## src/sms_pdu_sender_number_extract_core_assert.svh

```systemverilog
// Assertion macros shared by the sender-number extractor RTL.
// Each macro samples on clk and is disabled while rst_n is low.
`ifndef SMS_PDU_SENDER_NUMBER_EXTRACT_CORE_ASSERT_SVH
`define SMS_PDU_SENDER_NUMBER_EXTRACT_CORE_ASSERT_SVH

// Property must hold at every sampled edge.
`define SMSNE_AST_NOW(lbl, expr, msg) \
  lbl: assert property (@(posedge clk) disable iff (!rst_n) (expr)) else $error(msg);

// Same-cycle implication.
`define SMSNE_AST_IMP(lbl, ante, cons, msg) \
  lbl: assert property (@(posedge clk) disable iff (!rst_n) (ante) |-> (cons)) else $error(msg);

// Next-cycle implication.
`define SMSNE_AST_NXT(lbl, ante, cons, msg) \
  lbl: assert property (@(posedge clk) disable iff (!rst_n) (ante) |=> (cons)) else $error(msg);

`endif

```

## src/smsne_pkg.sv

```systemverilog
// Types and constants for the SMS PDU sender-number extractor.
// No dependencies; imported by every module of the block.
package smsne_pkg;

  localparam int MAX_DIGITS = 32;

  localparam logic [7:0] HDR_BYTE  = 8'h11;
  localparam logic [7:0] INTL_TYPE = 8'h91;
  localparam logic [7:0] TYPE_MASK = 8'h03;
  localparam logic [5:0] CH_ZERO   = 6'd48;
  localparam logic [5:0] CH_PLUS   = 6'd43;

  localparam logic [1:0] KIND_CHAR   = 2'd0;
  localparam logic [1:0] KIND_END    = 2'd1;
  localparam logic [1:0] KIND_REJECT = 2'd2;

  typedef struct packed {
    logic [1:0] kind;
    logic [5:0] ch;
    logic       last;
  } result_t;

  // Up to three results caused by one PDU byte, entry 0 first.
  typedef struct packed {
    logic [1:0]        cnt;
    result_t [2:0]     ent;
  } res_grp_t;

  function automatic result_t mk_result(logic [1:0] kind, logic [5:0] ch, logic last);
    result_t r;
    r.kind = kind;
    r.ch   = ch;
    r.last = last;
    return r;
  endfunction

endpackage

```

## src/smsne_parse.sv

```systemverilog
// PDU header parser and digit decoder with its phase and counter registers.
// Depends on smsne_pkg and the assertion macro header.
`include "sms_pdu_sender_number_extract_core_assert.svh"

module smsne_parse (
  input  logic                clk,
  input  logic                rst_n,
  input  logic                step_en,
  input  logic [7:0]          pdu_byte,
  input  logic                pdu_start,
  output smsne_pkg::res_grp_t res_o
);
  import smsne_pkg::*;

  localparam logic [3:0] PH_IDLE   = 4'd0;
  localparam logic [3:0] PH_SECOND = 4'd1;
  localparam logic [3:0] PH_THIRD  = 4'd2;
  localparam logic [3:0] PH_SCALEN = 4'd3;
  localparam logic [3:0] PH_SKIP   = 4'd4;
  localparam logic [3:0] PH_TYPE   = 4'd5;
  localparam logic [3:0] PH_COUNT  = 4'd6;
  localparam logic [3:0] PH_ATYPE  = 4'd7;
  localparam logic [3:0] PH_DIGITS = 4'd8;

  logic [3:0] phase_r, phase_nxt;
  logic [7:0] skip_r, skip_nxt;
  logic [5:0] want_r, want_nxt;
  logic [5:0] done_r, done_nxt;

  logic [5:0] d1, d2;
  logic       two, fin;
  result_t    r_end, r_rej;

  assign r_end = mk_result(KIND_END, 6'd0, 1'b1);
  assign r_rej = mk_result(KIND_REJECT, 6'd0, 1'b1);

  // Digit bookkeeping: low nibble always, high nibble while count allows.
  assign d1  = done_r + 6'd1;
  assign two = (d1 < want_r);
  assign d2  = two ? (d1 + 6'd1) : d1;
  assign fin = (d2 >= want_r);

  always_comb begin
    phase_nxt = phase_r;
    skip_nxt  = skip_r;
    want_nxt  = want_r;
    done_nxt  = done_r;
    res_o     = '0;
    if (step_en) begin
      if (pdu_start) begin
        skip_nxt = 8'd0;
        want_nxt = 6'd0;
        done_nxt = 6'd0;
        if (pdu_byte != HDR_BYTE) begin
          phase_nxt     = PH_IDLE;
          res_o.ent[0]  = r_rej;
          res_o.cnt     = 2'd1;
        end else begin
          phase_nxt = PH_SECOND;
        end
      end else begin
        unique case (phase_r)
          PH_IDLE: begin
            phase_nxt = PH_IDLE;
          end
          PH_SECOND: begin
            if (pdu_byte != HDR_BYTE) begin
              phase_nxt    = PH_IDLE;
              res_o.ent[0] = r_rej;
              res_o.cnt    = 2'd1;
            end else begin
              phase_nxt = PH_THIRD;
            end
          end
          PH_THIRD: begin
            if (pdu_byte == 8'd0) begin
              phase_nxt    = PH_IDLE;
              res_o.ent[0] = r_rej;
              res_o.cnt    = 2'd1;
            end else begin
              phase_nxt = PH_SCALEN;
            end
          end
          PH_SCALEN: begin
            skip_nxt  = pdu_byte;
            phase_nxt = (pdu_byte == 8'd0) ? PH_TYPE : PH_SKIP;
          end
          PH_SKIP: begin
            skip_nxt = skip_r - 8'd1;
            if (skip_r == 8'd1) begin
              phase_nxt = PH_TYPE;
            end
          end
          PH_TYPE: begin
            if ((pdu_byte & TYPE_MASK) != 8'd0) begin
              phase_nxt    = PH_IDLE;
              res_o.ent[0] = r_rej;
              res_o.cnt    = 2'd1;
            end else begin
              phase_nxt = PH_COUNT;
            end
          end
          PH_COUNT: begin
            want_nxt  = (pdu_byte > 8'(MAX_DIGITS)) ? 6'(MAX_DIGITS) : pdu_byte[5:0];
            done_nxt  = 6'd0;
            phase_nxt = PH_ATYPE;
          end
          PH_ATYPE: begin
            if (pdu_byte == INTL_TYPE) begin
              res_o.ent[0] = mk_result(KIND_CHAR, CH_PLUS, 1'b0);
              if (want_r == 6'd0) begin
                res_o.ent[1] = r_end;
                res_o.cnt    = 2'd2;
              end else begin
                res_o.cnt = 2'd1;
              end
            end else if (want_r == 6'd0) begin
              res_o.ent[0] = r_end;
              res_o.cnt    = 2'd1;
            end
            phase_nxt = (want_r == 6'd0) ? PH_IDLE : PH_DIGITS;
          end
          PH_DIGITS: begin
            res_o.ent[0] = mk_result(KIND_CHAR, CH_ZERO + {2'b00, pdu_byte[3:0]}, 1'b0);
            if (two) begin
              res_o.ent[1] = mk_result(KIND_CHAR, CH_ZERO + {2'b00, pdu_byte[7:4]}, 1'b0);
            end
            if (fin) begin
              if (two) begin
                res_o.ent[2] = r_end;
              end else begin
                res_o.ent[1] = r_end;
              end
              phase_nxt = PH_IDLE;
            end
            res_o.cnt = 2'd1 + {1'b0, two} + {1'b0, fin};
            done_nxt  = d2;
          end
          default: begin
            phase_nxt = PH_IDLE;
          end
        endcase
      end
    end
  end

  always_ff @(posedge clk) begin
    if (!rst_n) begin
      phase_r <= PH_IDLE;
      skip_r  <= 8'd0;
      want_r  <= 6'd0;
      done_r  <= 6'd0;
    end else begin
      phase_r <= phase_nxt;
      skip_r  <= skip_nxt;
      want_r  <= want_nxt;
      done_r  <= done_nxt;
    end
  end

  `SMSNE_AST_IMP(a_digits_pending, phase_r == PH_DIGITS, done_r < want_r, "digit phase with nothing left")
  `SMSNE_AST_IMP(a_three_ends, res_o.cnt == 2'd3, res_o.ent[2].last && res_o.ent[2].kind == KIND_END, "three results without closing end")
  `SMSNE_AST_IMP(a_skip_live, phase_r == PH_SKIP, skip_r != 8'd0, "skip phase with zero count")

endmodule

```

## src/smsne_obuf.sv

```systemverilog
// Result register and serializer: holds up to three results and drains one per transaction.
// Depends on smsne_pkg and the assertion macro header.
`include "sms_pdu_sender_number_extract_core_assert.svh"

module smsne_obuf (
  input  logic                clk,
  input  logic                rst_n,
  input  logic                load,
  input  smsne_pkg::res_grp_t res_i,
  output logic                free,
  output logic                out_tvalid,
  input  logic                out_tready,
  output smsne_pkg::result_t  out_res
);
  import smsne_pkg::*;

  logic [1:0]    cnt_r;
  result_t [2:0] ent_r;
  logic          pop;

  assign out_tvalid = (cnt_r != 2'd0);
  assign out_res    = ent_r[0];
  assign pop        = out_tvalid && out_tready;
  // Room for a new group once the last held result goes this cycle.
  assign free       = (cnt_r == 2'd0) || ((cnt_r == 2'd1) && out_tready);

  always_ff @(posedge clk) begin
    if (!rst_n) begin
      cnt_r <= 2'd0;
    end else if (load) begin
      cnt_r <= res_i.cnt;
    end else if (pop) begin
      cnt_r <= cnt_r - 2'd1;
    end
  end

  always_ff @(posedge clk) begin
    if (load) begin
      ent_r <= res_i.ent;
    end else if (pop) begin
      ent_r[0] <= ent_r[1];
      ent_r[1] <= ent_r[2];
    end
  end

  `SMSNE_AST_IMP(a_last_is_final, out_tvalid && out_res.last, cnt_r == 2'd1, "closing result not last held")
  `SMSNE_AST_IMP(a_load_when_free, load, free, "group loaded over pending results")
  `SMSNE_AST_NXT(a_stall_hold, out_tvalid && !out_tready, $stable(out_res), "result moved in stall")

endmodule

```

## src/sms_pdu_sender_number_extract_core.sv

```systemverilog
// Top level of the SMS PDU sender-number extractor: input register, parser, result buffer.
// Depends on smsne_pkg, smsne_parse, smsne_obuf and the assertion macro header.
//
//   channel | direction | tdata            | tuser         | tlast
//   --------+-----------+------------------+---------------+---------
//   in_     | slave     | pdu_byte [7:0]   | pdu_start [0] | -
//   out_    | master    | out_char [5:0]   | out_kind[1:0] | out_last
//
// One PDU byte is taken per cycle while the result buffer has room; a byte is held in
// the input register, is parsed, and its results (zero to three) land together in the
// result buffer. The result port moves one result per transaction, so bytes that give
// several results hold the input side until they drain; the buffer drain sets the rate.
// Reset (rst_n low, synchronous) returns the parser to idle and empties both registers.
// Stalls on out_tready back up through the buffer to in_tready; nothing is dropped.
`include "sms_pdu_sender_number_extract_core_assert.svh"

module sms_pdu_sender_number_extract_core (
  input  logic       clk,
  input  logic       rst_n,
  input  logic       in_tvalid,
  output logic       in_tready,
  input  logic [7:0] in_tdata,   // [7:0] pdu_byte
  input  logic       in_tuser,   // [0] pdu_start
  output logic       out_tvalid,
  input  logic       out_tready,
  output logic [7:0] out_tdata,  // [5:0] out_char, [7:6] zero
  output logic [1:0] out_tuser,  // [1:0] out_kind
  output logic       out_tlast   // out_last
);
  import smsne_pkg::*;

  logic       in_vld_r;
  logic [7:0] in_byte_r;
  logic       in_start_r;
  logic       free;
  logic       consume;
  res_grp_t   res;
  result_t    out_res;

  // Parse the held byte once the result buffer can take its whole group.
  assign consume   = in_vld_r && free;
  assign in_tready = !in_vld_r || free;

  always_ff @(posedge clk) begin
    if (!rst_n) begin
      in_vld_r <= 1'b0;
    end else if (in_tvalid && in_tready) begin
      in_vld_r <= 1'b1;
    end else if (consume) begin
      in_vld_r <= 1'b0;
    end
  end

  // Payload: capture on every accepted transaction.
  always_ff @(posedge clk) begin
    if (in_tvalid && in_tready) begin
      in_byte_r  <= in_tdata;
      in_start_r <= in_tuser;
    end
  end

  smsne_parse u_parse (
    .clk       (clk),
    .rst_n     (rst_n),
    .step_en   (consume),
    .pdu_byte  (in_byte_r),
    .pdu_start (in_start_r),
    .res_o     (res)
  );

  smsne_obuf u_obuf (
    .clk        (clk),
    .rst_n      (rst_n),
    .load       (consume),
    .res_i      (res),
    .free       (free),
    .out_tvalid (out_tvalid),
    .out_tready (out_tready),
    .out_res    (out_res)
  );

  assign out_tdata = {2'b00, out_res.ch};
  assign out_tuser = out_res.kind;
  assign out_tlast = out_res.last;

  `SMSNE_AST_NXT(a_hold_blocked, in_vld_r && !free, in_vld_r && $stable(in_byte_r) && $stable(in_start_r), "held byte lost while blocked")
  `SMSNE_AST_IMP(a_char_nonlast, out_tvalid && out_tuser == KIND_CHAR, !out_tlast, "character result marked last")
  `SMSNE_AST_IMP(a_close_zero, out_tvalid && out_tuser != KIND_CHAR, out_tlast && out_tdata == 8'd0, "closing result with data")

endmodule
```

## config.mk

```make
export PLATFORM = sky130hd
export DESIGN_NAME = sms_pdu_sender_number_extract_core
export DESIGN_NICKNAME = d
export VERILOG_FILES = /design/src/smsne_pkg.sv /design/src/smsne_parse.sv /design/src/smsne_obuf.sv /design/src/sms_pdu_sender_number_extract_core.sv
export VERILOG_INCLUDE_DIRS = /design/src /design/src/src
export SDC_FILE = /design/constraint.sdc
export NUM_CORES = 1
export LEC_CHECK = 0
export BUFFER_PORTS_ARGS = -buffer_cell sky130_fd_sc_hd__clkbuf_2
export CORE_MARGIN = 3
export CORE_UTILIZATION = 35
export CTS_BUF_LIST = sky130_fd_sc_hd__clkbuf_4 sky130_fd_sc_hd__clkbuf_8
export DETAILED_ROUTE_END_ITERATION = 8
export PLACE_DENSITY_LB_ADDON = 0.25
export SLEW_MARGIN = 20
export SYNTH_ARGS = -nofsm -noshare
export SYNTH_HDL_FRONTEND = slang
export SYNTH_SLANG_ARGS = --single-unit
```

## constraint.sdc

```tcl
create_clock -name clk -period 10.25 [get_ports clk]
set_input_delay 0.5125 -clock clk [delete_from_list [all_inputs] [get_ports clk]]
set_output_delay 0.5125 -clock clk [all_outputs]
set_load 0.05 [all_outputs]
```

==> results of run 1 <==
## final timing paths
kind	end	slack [ns]	cells after the start
hold reg to reg	u_parse.want_r[4]	0.48	2
hold / removal	in_byte_r[3]	0.38	1
setup / recovery	u_obuf.cnt_r[0]	5.72	17
setup reg to reg	u_obuf.cnt_r[0]	5.72	17
## cell type report
class | instances | area (µm²) | share of cell area
inverters | 18 | 67.56 | 0.01979
repair buffers | 23 | 115.1 | 0.03371
clock buffers | 7 | 90.09 | 0.02638
multi-input cells | 247 | 1708 | 0.5002
flip-flops and latches | 52 | 1291 | 0.3782
well taps | 108 | 135.1 | 0.03958
clock inverters | 1 | 7.507 | 0.002199
## per-stage QoR
stage                     hold WS, ns  setup slack, ns
after floorplan                0.4410            6.237
after global placement         0.4580            5.949
after detailed placement       0.4692            5.768
after CTS                      0.3700            5.743
after global routing           0.3613            5.294
final                          0.3802            5.722
## cells in the mapped netlist, types with 8 or more instances
cell | count | share of area
dfxtp_1 | 27 | 0.17
nand2_1 | 26 | 0.031
edfxtp_1 | 25 | 0.24
nor2_1 | 23 | 0.027
ha_1 | 21 | 0.082
inv_1 | 18 | 0.021
a21oi_1 | 16 | 0.025
o21ai_0 | 16 | 0.025
nand3_1 | 13 | 0.020
a22o_1 | 11 | 0.030
and2_1 | 10 | 0.020
buf_4 | 10 | 0.024
clkbuf_1 | 8 | 0.0094
nand2b_1 | 8 | 0.016
nor2b_1 | 8 | 0.016
nor3_1 | 8 | 0.013
xnor2_1 | 8 | 0.022
## metal layers
layer	vias to the layer above	GRT usage
met3	11	0.02755
li1	1228	-
met5	-	0
met4	0	0.04806
met2	61	0.2349
met1	1160	0.2006
## state kept, by name (all words and copies together), names as in the netlist, 2 cells and up
register	count
u_parse.done_r	6
in_byte_r	8
u_obuf.out_res	9
u_obuf.cnt_r	2
u_obuf.ent_r	7
u_parse.want_r	6
u_parse.phase_r	4
u_parse.skip_r	8
## cells by family (layout without fill, tap and decap cells)
| kind of cell | count (synthesis) | in the layout | share of synthesized area |
|---|---|---|---|
| muxes | 3 | 3 | 0.009800 |
| AOI/OAI and AO/OA | 84 | 84 | 0.1901 |
| xor gates and xnor gates | 13 | 13 | 0.03567 |
| other | 1 | 2 | 0.001175 |
| adders and majority gates | 21 | 21 | 0.08232 |
| DFF | 52 | 52 | 0.4045 |
| and+or+nand+nor | 124 | 124 | 0.2148 |
| buffers and inverters | 41 | 49 | 0.06154 |
## report_power, final
part,internal (W),switching (W)
clock network,0.0000577,0.0000691
logic,0.0000277,0.0000795
registers,0.000242,0.0000123
==> results.toml, run 1 <==
[route]
drt-initial-drc-count = 175
route.top_layer_used = "met4"
wl_met3_um = 349
wl_met2_mm = 3.228
route.detailed.drc = 0
wl_met1_mm = 3.444
vias_per_cell = 5.395
vias = 2460
wl_mm = 7.116
postRouteAntennaNets = 0
first_pass_iters = 4
wl_per_cell_um = 15.61

[cells_and_area]
area_growth_pct = 6.978
most-common-layout-cells = "dfxtp_1 (27), nand2_1 (26), edfxtp_1 (25)"
fin_util = 0.3878
layout_commonest_cell = "dfxtp_1"
diodes = 0
nFillCells = 887
fin_nets = 381
final_layout_size_suffix_gt1_frac = 0.1466
fin_area_um2 = 3415
stdcell_count = 456

[power]
leakage_nw = 1.347
peakVddDrop_mv = 0.05769
powerDensity_nw_per_um2 = 143.1
power_w = 0.0004887

[synthesis]
ys_seq_area_frac = 0.4045
synth_edf_count = 25
syn_inst = 339
synth_warnings = 0
async_flop_share = 0
synth_area_um2 = 3192
ys.flop_type = "dfxtp_1"
ys_seq_elements = 52
syn_area_per_cell_um2 = 9.415
ys_types = 67

[sta]
finalHoldViolCount = 0
fin_crit_ns = 4.528
finalMaxSlewViolations = 0
fmax_ghz = 0.2208
finClkSkew_ns = 0.01681
period_share = 0.4418
rsz0062_at_grt = "no"
setup_viol = 0
max_slew.worst_pin.slew_ns = 0.7094
tns_ns = 0
maxSlewHeadroom = 0.5250

[worst_setup_path]
path_delay_family = "compound AO/OA/AOI/OAI gates"
reg2reg_from = "u_parse.done_r[0]"
crit_chain = "ha_1 -> nand3_1 -> xnor2_1 -> ha_1 -> a21o_1 -> a211oi_1 -> a21boi_0 -> nand3_1 -> xnor2_1 -> ha_1 -> a21o_1 -> a21oi_1 -> o21ai_0 -> ha_1 -> a22o_1 -> a221oi_1 -> a21oi_2"
worstPathRequired_ns = 10.45
cpMostUsedCell = "ha_1"
worstPathArrival_ns = 4.73
endpoint_kind = "flop"
worstPathBufferInverterCount = 0
crit_path_start_kind = "flop"
worstSetupPathType = "flop to flop"
critPathMaxStageDelay_ns = 0.44
cp_slowest_cell = "dfxtp_1"
crit_fanout = 7
critical_path.startpoint = "u_parse.done_r[0]"

[global_route]
overflow = 0
grt_pass1_wl_mm = 12.05
grt_max_degree = 24
grt_pass1_vias = 2407
grt_usage = 0.1470
grt_antenna_before_repair = 0

[placement]
numPortBuffers = 23
dp_hpwl_mm = 5.157
place_congestion = 0.8258
dpl_cell_area_um2 = 3317
placed_cells = 448

[floorplan]
pin_count = 26
die_w_um = 101.5
start_util = 0.3625
die-area_um2 = 10300
fp.coreArea_um2 = 8806
num_rows = 34
die_y_um = 101.5

[hold_path]
min_from = "in_tdata[3]"
hold_class = "input pin to flop"

[clocking]
post_cts_buffers = 0
cts_hold_buf = 0
cts_sinks = 52
clk_latency_ns = 0.31
clkTransAtPathRegs_ns = 0.10
cts_buffers = 5
cts_root_buf = "clkbuf_8"
cts_resized = 0
cts_tree = "built"
cts_buffer_depth = 2
htree_levels = 2

[job]
maxCapViolCount = 0

[status]
status = "complete, no violations"
Note: power is estimated with default switching activity, not from simulation.
==> inputs of run 2 (changes only) <==
==> constraint.sdc (replaced) <==
create_clock -name clk -period 4.3 [get_ports clk]
set_input_delay 0.215 -clock clk [delete_from_list [all_inputs] [get_ports clk]]
set_output_delay 0.215 -clock clk [all_outputs]
set_load 0.05 [all_outputs]
==> results.toml, run 2 (synthesis results as in run 1) <==
[worst_setup_path]
worstPathArrival_ns = 4.16
worstSetupPathType = "flop to flop"
reg2reg_depth = 17
worstPathRequired_ns = 4.51
crit_path_start_kind = "flop"
r2r_slack_ns = 0.35
endpoint_kind = "flop"
timing.rr.end = "u_obuf.cnt_r[0]"
critical_path.startpoint = "u_parse.done_r[1]"
crit_end = "u_obuf.cnt_r[0]"
crit_fanout = 4
reg2reg_from = "u_parse.done_r[1]"

[route]
drt-initial-drc-count = 71
wl_mm = 6.960
route.detailed.drc = 0
vias = 2467
wl_per_cell_um = 15.06
postRouteAntennaNets = 0
first_pass_iters = 5
vias_per_cell = 5.340

[clocking]
cts_root_buf = "clkbuf_8"
clk_latency_ns = 0.31
cts_tree = "built"
clkTransAtPathRegs_ns = 0.10
cts_sinks = 52
post_cts_buffers = 0
cts_buffer_depth = 2
cts_buffers = 5
htree_levels = 2

[floorplan]
start_util = 0.3625
num_rows = 34
fp.coreArea_um2 = 8806
die_w_um = 101.5
die-area_um2 = 10300
die_y_um = 101.5
pin_count = 26

[cells_and_area]
stdcell_count = 462
multiInputGateArea_um2 = 1710
fin_nets = 387
diodes = 0
largest_reg_flops = 9
area_growth_pct = 8.271
seqCellArea_um2 = 1292
nFillCells = 861
final_layout_size_suffix_gt1_frac = 0.1667
most-common-layout-cells = "nand2_1 (26), dfxtp_1 (26), edfxtp_1 (25)"

[status]
status = "complete, no violations"

[hold_path]
hold_class = "input pin to flop"

[power]
peakVddDrop_mv = 0.1521
leakage_nw = 1.372
powerDensity_nw_per_um2 = 332.4

[global_route]
grtUsageMet3 = 0.02686
grt_pass1_wl_mm = 11.87
grt_pass1_vias = 2378
busiest_layer = "met2"
overflow = 0
grt_antenna_before_repair = 0
use_met1 = 0.2073
grt_max_degree = 24
grt_usage = 0.1457
grt_util_met2 = 0.2158

[sta]
tns_ns = 0
maxSlewHeadroom = 0.4915
finClkSkew_ns = 0.01675
finalMaxSlewViolations = 0
period_share = 0.9189
finalHoldViolCount = 0
fin_crit_ns = 3.951
max_slew.worst_pin.slew_ns = 0.7594
setup_viol = 0
rsz0062_at_grt = "no"
fmax_ghz = 0.2531

[placement]
dp_hpwl_mm = 5.102
place_congestion = 0.8167
placed_cells = 454
numPortBuffers = 23

[job]
maxCapViolCount = 0
run 2: worst min path at each step:
stage,startpoint,endpoint,slack [ns],cells past startpoint
floorplan,in_tdata[0],in_byte_r[0],0.31,0
global placement,in_tuser,in_start_r,0.39,1
detailed placement,in_tdata[1],in_byte_r[1],0.40,1
CTS,in_tdata[1],in_byte_r[1],0.07,1
global route,in_tdata[1],in_byte_r[1],0.06,1
finish,in_tdata[1],in_byte_r[1],0.07,1
run 2: timing repair:
| action | 4_1_cts | 5_1_grt |
|---|---|---|
| gates resized for setup | 0 | 4 |
| hold buffers | 0 | 0 |
| endpoints found under the setup margin | 0 | 2 |
| hold endpoints to repair | 0 | 0 |
run 2: stage by stage:
| stage | setup WS [ns] | total power [W] | utilization | hold WS, ns | cell area, µm² |
|---|---|---|---|---|---|
| after global placement | 0.3048 | 0.0008743 | 0.3818 | 0.3934 | 3362 |
| after floorplan | 0.2868 | 0.0008320 | - | 0.3139 | 3196 |
| after detailed placement | 0.1454 | 0.0008739 | 0.3818 | 0.3955 | 3362 |
| final | 0.3487 | 0.001149 | 0.3924 | 0.07329 | 3456 |
| after CTS | 0.1259 | 0.001163 | 0.3920 | 0.06603 | 3452 |
| after global routing | 0.02135 | 0.001211 | 0.3924 | 0.06226 | 3456 |
run 2: report_power, final:
group | switching [W] | internal (W) | leakage [nW]
clock | 0.000171 | 0.000116 | 0.0445
combinational | 0.000188 | 0.0000659 | 0.865
sequential | 0.0000301 | 0.000578 | 0.463
run 2: final cells by class:
type,count,share of cell area
flip-flops and latches,52,0.3740
clock buffers,5,0.01991
well taps,108,0.03910
multi-input cells,247,0.4949
inverters,18,0.01955
clock inverters,3,0.006155
repair buffers,29,0.04634
run 2: critical path: stages, from the launching register on:
cell      delay, ns
dfxtp_1        0.40
ha_2           0.23
nand3_1        0.10
xnor2_1        0.22
ha_1           0.28
a21o_1         0.21
a211oi_1       0.22
a21boi_1       0.22
buf_4          0.15
xor2_1         0.17
ha_1           0.27
a21o_1         0.18
a31oi_1        0.14
o21ai_1        0.16
ha_1           0.30
a22o_1         0.20
a221oi_1       0.31
a21oi_2        0.09
run 2: metal layers:
layer  share of wire  up-vias
met5               0        -
met3           0.042       12
met2            0.45       56
li1                -     1250
met4           0.019        0
met1            0.49     1149
